===== src/rtl/core/alist_pkg.sv =====
// Shared types, codes and defaults for the array list engine.
package alist_pkg;

  localparam int unsigned CapacityDefault = 16;
  localparam int unsigned WordBitsDefault = 32;

  localparam logic [2:0] CmdAppend = 3'd0;
  localparam logic [2:0] CmdSet    = 3'd1;
  localparam logic [2:0] CmdPop    = 3'd2;
  localparam logic [2:0] CmdDelete = 3'd3;
  localparam logic [2:0] CmdFind   = 3'd4;

  localparam logic [2:0] StOk       = 3'd0;
  localparam logic [2:0] StRange    = 3'd1;
  localparam logic [2:0] StEmpty    = 3'd2;
  localparam logic [2:0] StNotFound = 3'd3;
  localparam logic [2:0] StFull     = 3'd4;

  localparam logic [1:0] RdZero  = 2'd0;
  localparam logic [1:0] RdCur   = 2'd1;
  localparam logic [1:0] RdNext  = 2'd2;
  localparam logic [1:0] RdNext2 = 2'd3;

  localparam logic [1:0] WrAppend = 2'd0;
  localparam logic [1:0] WrSet    = 2'd1;
  localparam logic [1:0] WrShift  = 2'd2;

  typedef struct packed {
    logic [2:0]         cmd;
    logic signed [31:0] value;
    logic [3:0]         position;
  } alist_in_t;

  typedef struct packed {
    logic [2:0] status;
    logic [3:0] found_index;
    logic [4:0] count;
    logic       empty_res;
  } alist_out_t;

  typedef struct packed {
    logic       load;
    logic [1:0] rd_sel;
    logic       idx_inc;
    logic       wr_en;
    logic [1:0] wr_sel;
    logic       fill_inc;
    logic       fill_dec;
    logic       res_load;
    logic [2:0] res_status;
    logic       res_found;
  } alist_cmd_t;

  typedef struct packed {
    logic [2:0] cmd;
    logic       fill_zero;
    logic       full;
    logic       pos_ok;
    logic       hit;
    logic       more;
  } alist_stat_t;

endpackage


===== src/rtl/core/array_list_engine.sv =====
// Top level of the array list engine: controller and datapath.
// The engine keeps an ordered list of up to CAPACITY signed words and runs one
// command at a time. Append, set, pop and unused codes register their result
// in the execute state that follows acceptance of the word, once the output
// register is free. Find and delete scan the list one entry per cycle through
// the store's single registered read port, and delete then moves each later
// word down one place per cycle. The engine takes the next word in the cycle
// after a result is registered, while that result may still wait in the
// output register.
module array_list_engine #(
  parameter int unsigned CAPACITY  = alist_pkg::CapacityDefault,
  parameter int unsigned WORD_BITS = alist_pkg::WordBitsDefault
) (
  input  logic                  clk_i,
  input  logic                  rst_ni,
  input  logic                  in_valid_i,
  output logic                  in_ready_o,
  input  alist_pkg::alist_in_t  in_data_i,
  output logic                  out_valid_o,
  input  logic                  out_ready_i,
  output alist_pkg::alist_out_t out_data_o
);

  alist_pkg::alist_cmd_t  cmd;
  alist_pkg::alist_stat_t stat;

  alist_ctrl u_ctrl (
    .clk_i       (clk_i),
    .rst_ni      (rst_ni),
    .in_valid_i  (in_valid_i),
    .in_ready_o  (in_ready_o),
    .out_valid_o (out_valid_o),
    .out_ready_i (out_ready_i),
    .stat_i      (stat),
    .cmd_o       (cmd)
  );

  alist_dp #(
    .CAPACITY  (CAPACITY),
    .WORD_BITS (WORD_BITS)
  ) u_dp (
    .clk_i      (clk_i),
    .rst_ni     (rst_ni),
    .in_data_i  (in_data_i),
    .cmd_i      (cmd),
    .stat_o     (stat),
    .out_data_o (out_data_o)
  );

endmodule


===== src/rtl/core/alist_dp.sv =====
// Datapath of the array list engine: word store, fill count, index and result register.
module alist_dp #(
  parameter int unsigned CAPACITY  = alist_pkg::CapacityDefault,
  parameter int unsigned WORD_BITS = alist_pkg::WordBitsDefault
) (
  input  logic                   clk_i,
  input  logic                   rst_ni,
  input  alist_pkg::alist_in_t   in_data_i,
  input  alist_pkg::alist_cmd_t  cmd_i,
  output alist_pkg::alist_stat_t stat_o,
  output alist_pkg::alist_out_t  out_data_o
);

  localparam int unsigned AW = $clog2(CAPACITY);
  localparam int unsigned CW = $clog2(CAPACITY + 1);
  localparam int unsigned XW = ((AW > CW) ? AW : CW) + 1;
  localparam int unsigned PW = CW + 4;
  localparam int unsigned RW = CW + 5;
  localparam int unsigned FW = AW + 4;

  logic [WORD_BITS-1:0] mem [CAPACITY];
  logic [WORD_BITS-1:0] rd_data_q;
  logic [WORD_BITS-1:0] word_q;
  logic [2:0]           cmd_q;
  logic [3:0]           pos_q;
  logic [AW-1:0]        idx_q;
  logic [CW-1:0]        fill_q, fill_d;
  alist_pkg::alist_out_t res_q;

  logic [XW-1:0]        idx_p1;
  logic [XW-1:0]        rd_sum;
  logic [AW-1:0]        rd_addr;
  logic [AW-1:0]        wr_addr;
  logic [WORD_BITS-1:0] wr_data;
  logic [RW-1:0]        cnt_ext;
  logic [FW-1:0]        idx_ext;

  assign idx_p1 = XW'(idx_q) + XW'(1);

  always_comb begin
    case (cmd_i.rd_sel)
      alist_pkg::RdZero:  rd_sum = '0;
      alist_pkg::RdCur:   rd_sum = XW'(idx_q);
      alist_pkg::RdNext:  rd_sum = idx_p1;
      alist_pkg::RdNext2: rd_sum = idx_p1 + XW'(1);
      default:            rd_sum = '0;
    endcase
  end

  assign rd_addr = (rd_sum < XW'(CAPACITY)) ? rd_sum[AW-1:0] : '0;

  always_comb begin
    case (cmd_i.wr_sel)
      alist_pkg::WrAppend: begin
        wr_addr = AW'(fill_q);
        wr_data = word_q;
      end
      alist_pkg::WrSet: begin
        wr_addr = AW'(pos_q);
        wr_data = word_q;
      end
      alist_pkg::WrShift: begin
        wr_addr = idx_q;
        wr_data = rd_data_q;
      end
      default: begin
        wr_addr = idx_q;
        wr_data = word_q;
      end
    endcase
  end

  always_comb begin
    fill_d = fill_q;
    if (cmd_i.fill_inc) begin
      fill_d = fill_q + CW'(1);
    end else if (cmd_i.fill_dec) begin
      fill_d = fill_q - CW'(1);
    end
  end

  assign cnt_ext = RW'(fill_d);
  assign idx_ext = FW'(idx_q);

  assign stat_o.cmd       = cmd_q;
  assign stat_o.fill_zero = (fill_q == '0);
  assign stat_o.full      = (fill_q == CW'(CAPACITY));
  assign stat_o.pos_ok    = (PW'(pos_q) < PW'(fill_q));
  assign stat_o.hit       = (rd_data_q == word_q);
  assign stat_o.more      = (idx_p1 < XW'(fill_q));

  always_ff @(posedge clk_i) begin
    if (cmd_i.wr_en) begin
      mem[wr_addr] <= wr_data;
    end
    rd_data_q <= mem[rd_addr];
  end

  always_ff @(posedge clk_i) begin
    if (cmd_i.load) begin
      cmd_q  <= in_data_i.cmd;
      word_q <= WORD_BITS'(in_data_i.value);
      pos_q  <= in_data_i.position;
      idx_q  <= '0;
    end else if (cmd_i.idx_inc) begin
      idx_q <= idx_q + AW'(1);
    end
    if (cmd_i.res_load) begin
      res_q.status      <= cmd_i.res_status;
      res_q.found_index <= cmd_i.res_found ? idx_ext[3:0] : 4'd0;
      res_q.count       <= cnt_ext[4:0];
      res_q.empty_res   <= (fill_d == '0);
    end
  end

  always_ff @(posedge clk_i or negedge rst_ni) begin
    if (!rst_ni) begin
      fill_q <= '0;
    end else begin
      fill_q <= fill_d;
    end
  end

  assign out_data_o = res_q;

endmodule


===== src/rtl/core/alist_ctrl.sv =====
// Controller state machine of the array list engine.
module alist_ctrl (
  input  logic                   clk_i,
  input  logic                   rst_ni,
  input  logic                   in_valid_i,
  output logic                   in_ready_o,
  output logic                   out_valid_o,
  input  logic                   out_ready_i,
  input  alist_pkg::alist_stat_t stat_i,
  output alist_pkg::alist_cmd_t  cmd_o
);

  typedef enum logic [1:0] {
    StIdle,
    StExec,
    StSearch,
    StShift
  } state_e;

  state_e state_q, state_d;
  logic   out_valid_q, out_valid_d;
  logic   done;
  logic   out_free;

  assign out_free = !out_valid_q || out_ready_i;

  always_comb begin
    cmd_o   = '0;
    state_d = state_q;
    done    = 1'b0;
    case (state_q)
      StIdle: begin
        cmd_o.rd_sel = alist_pkg::RdZero;
        if (in_valid_i) begin
          cmd_o.load = 1'b1;
          state_d    = StExec;
        end
      end
      StExec: begin
        cmd_o.rd_sel = alist_pkg::RdZero;
        case (stat_i.cmd)
          alist_pkg::CmdAppend: begin
            done             = 1'b1;
            cmd_o.res_status = stat_i.full ? alist_pkg::StFull : alist_pkg::StOk;
            cmd_o.wr_en      = !stat_i.full;
            cmd_o.wr_sel     = alist_pkg::WrAppend;
            cmd_o.fill_inc   = !stat_i.full;
          end
          alist_pkg::CmdSet: begin
            done             = 1'b1;
            cmd_o.res_status = stat_i.pos_ok ? alist_pkg::StOk : alist_pkg::StRange;
            cmd_o.wr_en      = stat_i.pos_ok;
            cmd_o.wr_sel     = alist_pkg::WrSet;
          end
          alist_pkg::CmdPop: begin
            done             = 1'b1;
            cmd_o.res_status = stat_i.fill_zero ? alist_pkg::StEmpty : alist_pkg::StOk;
            cmd_o.fill_dec   = !stat_i.fill_zero;
          end
          alist_pkg::CmdDelete, alist_pkg::CmdFind: begin
            if (stat_i.fill_zero) begin
              done             = 1'b1;
              cmd_o.res_status = alist_pkg::StNotFound;
            end else begin
              state_d = StSearch;
            end
          end
          default: begin
            done             = 1'b1;
            cmd_o.res_status = alist_pkg::StOk;
          end
        endcase
      end
      StSearch: begin
        if (stat_i.hit) begin
          if (stat_i.cmd == alist_pkg::CmdDelete) begin
            cmd_o.rd_sel = alist_pkg::RdNext;
            state_d      = StShift;
          end else begin
            done             = 1'b1;
            cmd_o.res_status = alist_pkg::StOk;
            cmd_o.res_found  = 1'b1;
          end
        end else if (stat_i.more) begin
          cmd_o.idx_inc = 1'b1;
          cmd_o.rd_sel  = alist_pkg::RdNext;
        end else begin
          done             = 1'b1;
          cmd_o.res_status = alist_pkg::StNotFound;
        end
      end
      StShift: begin
        if (stat_i.more) begin
          cmd_o.wr_en   = 1'b1;
          cmd_o.wr_sel  = alist_pkg::WrShift;
          cmd_o.idx_inc = 1'b1;
          cmd_o.rd_sel  = alist_pkg::RdNext2;
        end else begin
          done             = 1'b1;
          cmd_o.res_status = alist_pkg::StOk;
          cmd_o.fill_dec   = 1'b1;
        end
      end
      default: begin
        state_d = StIdle;
      end
    endcase

    if (done) begin
      if (out_free) begin
        cmd_o.res_load = 1'b1;
        state_d        = StIdle;
      end else begin
        cmd_o        = '0;
        cmd_o.rd_sel = alist_pkg::RdCur;
        state_d      = state_q;
      end
    end
  end

  always_comb begin
    out_valid_d = out_valid_q && !out_ready_i;
    if (cmd_o.res_load) begin
      out_valid_d = 1'b1;
    end
  end

  always_ff @(posedge clk_i or negedge rst_ni) begin
    if (!rst_ni) begin
      state_q     <= StIdle;
      out_valid_q <= 1'b0;
    end else begin
      state_q     <= state_d;
      out_valid_q <= out_valid_d;
    end
  end

  assign in_ready_o  = (state_q == StIdle);
  assign out_valid_o = out_valid_q;

endmodule


===== config.mk =====
export PLATFORM = sky130hd
export DESIGN_NAME = array_list_engine
export DESIGN_NICKNAME = d
export VERILOG_FILES = /design/src/rtl/core/alist_pkg.sv /design/src/rtl/core/array_list_engine.sv /design/src/rtl/core/alist_dp.sv /design/src/rtl/core/alist_ctrl.sv
export SDC_FILE = /design/constraint.sdc
export NUM_CORES = 1
export LEC_CHECK = 0
export BUFFER_PORTS_ARGS = -buffer_cell sky130_fd_sc_hd__buf_2
export CAP_MARGIN = 20
export CORE_MARGIN = 5
export CORE_UTILIZATION = 45
export DETAILED_ROUTE_END_ITERATION = 10
export PLACE_DENSITY = 0.66
export SLEW_MARGIN = 25
export SYNTH_ARGS = -nofsm -noshare
export SYNTH_HDL_FRONTEND = slang
export SYNTH_HIERARCHICAL = 1
export SYNTH_SLANG_ARGS = --single-unit

===== constraint.sdc =====
create_clock -name clk_i -period 6.7 [get_ports clk_i]
set_input_delay 1.34 -clock clk_i [delete_from_list [all_inputs] [get_ports clk_i]]
set_output_delay 1.34 -clock clk_i [all_outputs]
set_load 0.03 [all_outputs]

==> impl_table.tex <==
\begin{tabular}{lr}
\hline
Metric & Value \\
\hline
\multicolumn{2}{l}{\textbf{Floorplanning}} \\
\quad Horizontal extent of the die & 251 microns \\
\quad Floorplan die area & 63200 sq um \\
\quad Die height & 251 microns \\
\quad Initial core utilization & 0.455 \\
\quad Core region area & 57700 sq um \\
\quad \# rows & 88 \\
\quad IO Pins & 58 \\
\multicolumn{2}{l}{\textbf{Detailed routing}} \\
\quad Mean number of vias per cell & 6.16 \\
\quad Wire length on met2 & 32.6 mm \\
\quad Met3 Routed Length & 6.30 mm \\
\quad Post-route met1 wirelength & 29.0 mm \\
\quad Initial DRT Pass Iterations & 5 \\
\quad Avg WL per Cell & 23.6 microns \\
\quad Iteration-0 DRC count of the detailed router & 1906 \\
\quad Max Used Layer & met4 \\
\quad Residual antenna-violating net count after detailed routing & 0 \\
\quad Count of unresolved DRC violations after routing & 0 \\
\quad Total wire length after detailed routing & 70.0 mm \\
\quad DR vias & 18200 \\
\multicolumn{2}{l}{\textbf{Yosys}} \\
\quad Syn Area/Cell & 12.2 sq um \\
\quad Number of standard cells after synthesis & 2147 \\
\quad Synthesis-stage register bit count & 608 \\
\quad Number of warnings issued by yosys & 6 \\
\quad Number of distinct library cells after synthesis & 63 \\
\quad Cell area after synthesis & 26200 sq um \\
\quad Fraction of registers with async set or reset after synthesis & 0.0132 \\
\quad Commonest register cell after synthesis & sky130\_fd\_sc\_hd\_\_edfxtp\_1 \\
\quad Net count of the mapped netlist & 2206 \\
\quad Sequential-to-total area share from yosys stat & 0.681 \\
\quad Number of enable-type register cells in the synthesized netlist & 564 \\
\multicolumn{2}{l}{\textbf{STA}} \\
\quad Max-slew violation count & 0 \\
\quad Relative slew margins & 0.356 \\
\quad Unrepaired setup endpoints after global routing & false \\
\quad Setup total negative slack & 0 ns \\
\quad Setup-violating endpoint count in the final report & 0 \\
\quad Maximum clock frequency & 168 MHz \\
\quad Final period utilization & 0.890 \\
\quad Final hold viol count & 0 \\
\quad Slew at the pin closest to its max-slew limit & 0.966 ns \\
\quad Clock period minus final worst setup slack & 5.96 ns \\
\quad Max Clock Skew & 0.0172 ns \\
\multicolumn{2}{l}{\textbf{Setup path}} \\
\quad Required arrival time at the worst endpoint & 7.21 ns \\
\quad Worst EP arrival & 6.47 ns \\
\quad Max FO, Critical Path & 128 \\
\quad Startpoint kind of the worst setup timing path & flop \\
\quad Kind of critical path & reg2reg \\
\quad Worst Setup End Kind & flop \\
\multicolumn{2}{l}{\textbf{Cells and area}} \\
\quad Commonest non-fill, non-tap cell in the layout & sky130\_fd\_sc\_hd\_\_edfxtp\_1 \\
\quad Final layout net count & 2203 \\
\quad Leading cell types in the layout, fill and taps excluded & 564 x sky130\_fd\_sc\_hd\_\_edfxtp\_1, 372 x sky130\_fd\_sc\_hd\_\_o21ai\_0, 275 x sky130\_fd\_sc\_hd\_\_nand2\_1 \\
\quad Ratio of cells with drive above 1 in the final layout & 0.118 \\
\quad Total non-filler cell area in the finished layout & 29500 sq um \\
\quad Relative area change from synthesis to final layout & 12.3\% \\
\quad Inserted Diodes & 0 \\
\multicolumn{2}{l}{\textbf{Clocking}} \\
\quad Hold buffer count at CTS & 0 \\
\quad H-tree depth reported by CTS & 2 \\
\quad \# resized after CTS & 0 \\
\quad Clock tree root buffer cell & sky130\_fd\_sc\_hd\_\_clkbuf\_16 \\
\quad Number of buffers created by CTS & 60 \\
\quad CTS Buffer Depth & 3 \\
\quad Clock tree from TritonCTS & done \\
\quad Clk Latency, worst-skew pair & 0.64 ns \\
\quad Number of setup buffers added after CTS & 0 \\
\quad Clock Sink Count & 608 \\
\quad Clock transition at path regs & 0.06 ns \\
\multicolumn{2}{l}{\textbf{Place}} \\
\quad Port Buffer Count & 57 \\
\quad Dpl hpwl & 36.7 mm \\
\quad Placer congestion estimate & 0.814 \\
\quad Area post-placement & 27600 sq um \\
\multicolumn{2}{l}{\textbf{Global route}} \\
\quad Global-route wire length before repair & 106 mm \\
\quad Maximum number of pins on one net before global-route repair & 129 \\
\quad Antenna violations before repair & 1 \\
\quad Number of global-route vias before repair & 17800 \\
\quad GR Util All Layers & 0.216 \\
\quad Final global-route overflow total & 0 \\
\multicolumn{2}{l}{\textbf{Hold path}} \\
\quad Min-Delay Path Class & in2async \\
\multicolumn{2}{l}{\textbf{Run}} \\
\quad Max capacitance violation total & 0 \\
\multicolumn{2}{l}{\textbf{Power}} \\
\quad Power Density & 473 nW/um\^{}2 \\
\quad Reported leakage power & 0.00969 uW \\
\quad Design Power & 13900 uW \\
\quad VDD IR-drop max & 0.439 mV \\
\multicolumn{2}{l}{\textbf{Outcome}} \\
\quad Result of the run & complete, no violations \\
\hline
\end{tabular}
## path summary, 6_finish.rpt
| check | start | end | slack, ns | depth (start not counted) |
|---|---|---|---|---|
| max | u_dp/idx_q[0]$_SDFFE_PP0P_ | u_dp/rd_data_q[23]$_DFF_P_ | 0.74 | 22 |
| min | rst_ni | u_dp/fill_q[0]$_DFF_PN0_ | 0.55 | 1 |
| max reg2reg | u_dp/idx_q[0]$_SDFFE_PP0P_ | u_dp/rd_data_q[23]$_DFF_P_ | 0.74 | 22 |
| min reg2reg | u_dp/fill_q[4]$_DFF_PN0_ | u_dp/fill_q[4]$_DFF_PN0_ | 0.56 | 1 |
| max in group asynchronous | rst_ni | u_ctrl/state_q[1]$_DFFE_PN0P_ | 5.96 | 1 |
| min in group clk_i | u_dp/fill_q[4]$_DFF_PN0_ | u_dp/fill_q[4]$_DFF_PN0_ | 0.56 | 1 |
## critical path, cell delays in order, from the launching register on
cell	delay [ns]
sky130_fd_sc_hd__dfxtp_1	0.64
sky130_fd_sc_hd__inv_6	0.25
sky130_fd_sc_hd__ha_1	0.41
sky130_fd_sc_hd__inv_1	0.07
sky130_fd_sc_hd__ha_1	0.27
sky130_fd_sc_hd__a21o_1	0.10
sky130_fd_sc_hd__a21oi_1	0.06
sky130_fd_sc_hd__maj3_1	0.34
sky130_fd_sc_hd__inv_1	0.06
sky130_fd_sc_hd__a21oi_1	0.08
sky130_fd_sc_hd__inv_1	0.11
sky130_fd_sc_hd__o21ai_1	0.14
sky130_fd_sc_hd__a311oi_2	0.62
sky130_fd_sc_hd__nand2b_4	0.33
sky130_fd_sc_hd__buf_4	0.50
sky130_fd_sc_hd__nor2b_4	0.09
sky130_fd_sc_hd__buf_12	0.19
sky130_fd_sc_hd__o21ai_0	0.37
sky130_fd_sc_hd__o21ai_0	0.12
sky130_fd_sc_hd__o21ai_0	0.14
sky130_fd_sc_hd__a21oi_1	0.12
sky130_fd_sc_hd__a221oi_1	0.36
sky130_fd_sc_hd__a31oi_1	0.07
## registers in the layout, indices dropped and copies added (netlist names)
name / count
u_dp/mem: 512
u_dp/rd_data_q: 32
u_dp/word_q: 32
u_dp/out_data_o: 13
u_dp/fill_q: 5
u_dp/idx_q: 4
u_dp/pos_q: 4
u_dp/cmd_q: 3
u_ctrl/state_q: 2
u_ctrl/out_valid_o: 1
## metal layers
layer,up-vias,GRT usage
met1,9047,0.301
met4,0,0.0689
met2,808,0.350
met3,130,0.0367
li1,8236,-
met5,-,0
## where the power goes
part	switching [uW]	internal (uW)	total, uW
combinational	3770	1740	5510
sequential	227	4950	5170
clock	1410	1840	3250
total	5400	8530	13900
## final cells by class
cell class,count,area [sq um]
clock inverter,21,213
tap,765,957
inverter,15,61.3
fill,4911,28200
timing repair buffer,104,876
clock buffer,92,1680
multi-input combinational,1355,7810
sequential,608,17900
## through the flow
step | setup WS (ns) | std cells | hold WS (ns) | utilization
final | 0.739 | 2960 | 0.552 | 0.511
after global routing | 0.413 | 2960 | 0.544 | 0.511
after CTS | 0.985 | 2960 | 0.525 | 0.511
after detailed placement | 1.01 | 2847 | 0.549 | 0.478
after global placement | 1.07 | 2847 | 0.542 | 0.478
after floorplan | 0.910 | 2147 | 0.495 | -
## cell families after synthesis
family	after synthesis	synth area share
mux	36	0.0153
buf+inv	184	0.0290
xor+xnor	40	0.0136
fa+ha+maj	17	0.00801
compound gates	786	0.174
simple gates	476	0.0790
flops	608	0.681
## Yosys cell counts, types with 2 or more instances
master / n / area, sq um
sky130_fd_sc_hd__nor4_1: 8 / 50.1
sky130_fd_sc_hd__xnor2_1: 5 / 43.8
sky130_fd_sc_hd__mux2i_1: 4 / 40.0
sky130_fd_sc_hd__nand4_1: 4 / 25.0
sky130_fd_sc_hd__inv_1: 15 / 56.3
sky130_fd_sc_hd__and3_1: 3 / 18.8
sky130_fd_sc_hd__nand2_1: 275 / 1030
sky130_fd_sc_hd__xor2_1: 34 / 298
sky130_fd_sc_hd__nor3_1: 4 / 20.0
sky130_fd_sc_hd__o21ai_1: 21 / 105
sky130_fd_sc_hd__or3_1: 2 / 12.5
sky130_fd_sc_hd__dfrtp_1: 8 / 200
sky130_fd_sc_hd__mux2_2: 32 / 360
sky130_fd_sc_hd__a31oi_1: 33 / 206
sky130_fd_sc_hd__clkbuf_1: 107 / 402
sky130_fd_sc_hd__dfxtp_1: 36 / 721
sky130_fd_sc_hd__nor2b_1: 3 / 18.8
sky130_fd_sc_hd__and2_1: 4 / 25.0
sky130_fd_sc_hd__ha_1: 16 / 200
sky130_fd_sc_hd__a21o_1: 3 / 22.5
sky130_fd_sc_hd__nand3b_1: 4 / 30.0
sky130_fd_sc_hd__nand2b_1: 13 / 81.3
sky130_fd_sc_hd__o22ai_1: 128 / 801
sky130_fd_sc_hd__a221oi_1: 33 / 289
sky130_fd_sc_hd__nand3_1: 106 / 531
sky130_fd_sc_hd__a21oi_1: 139 / 696
sky130_fd_sc_hd__a221o_1: 33 / 330
sky130_fd_sc_hd__nor2_1: 41 / 154
sky130_fd_sc_hd__buf_1: 15 / 56.3
sky130_fd_sc_hd__o31ai_1: 2 / 15.0
sky130_fd_sc_hd__o21ai_0: 372 / 1860
sky130_fd_sc_hd__buf_2: 42 / 210
sky130_fd_sc_hd__edfxtp_1: 564 / 16900
sky130_fd_sc_hd__o21a_1: 3 / 22.5
sky130_fd_sc_hd__buf_4: 5 / 37.5
sky130_fd_sc_hd__a211oi_1: 3 / 22.5
No activity file was read; power rests on OpenSTA's default activity.
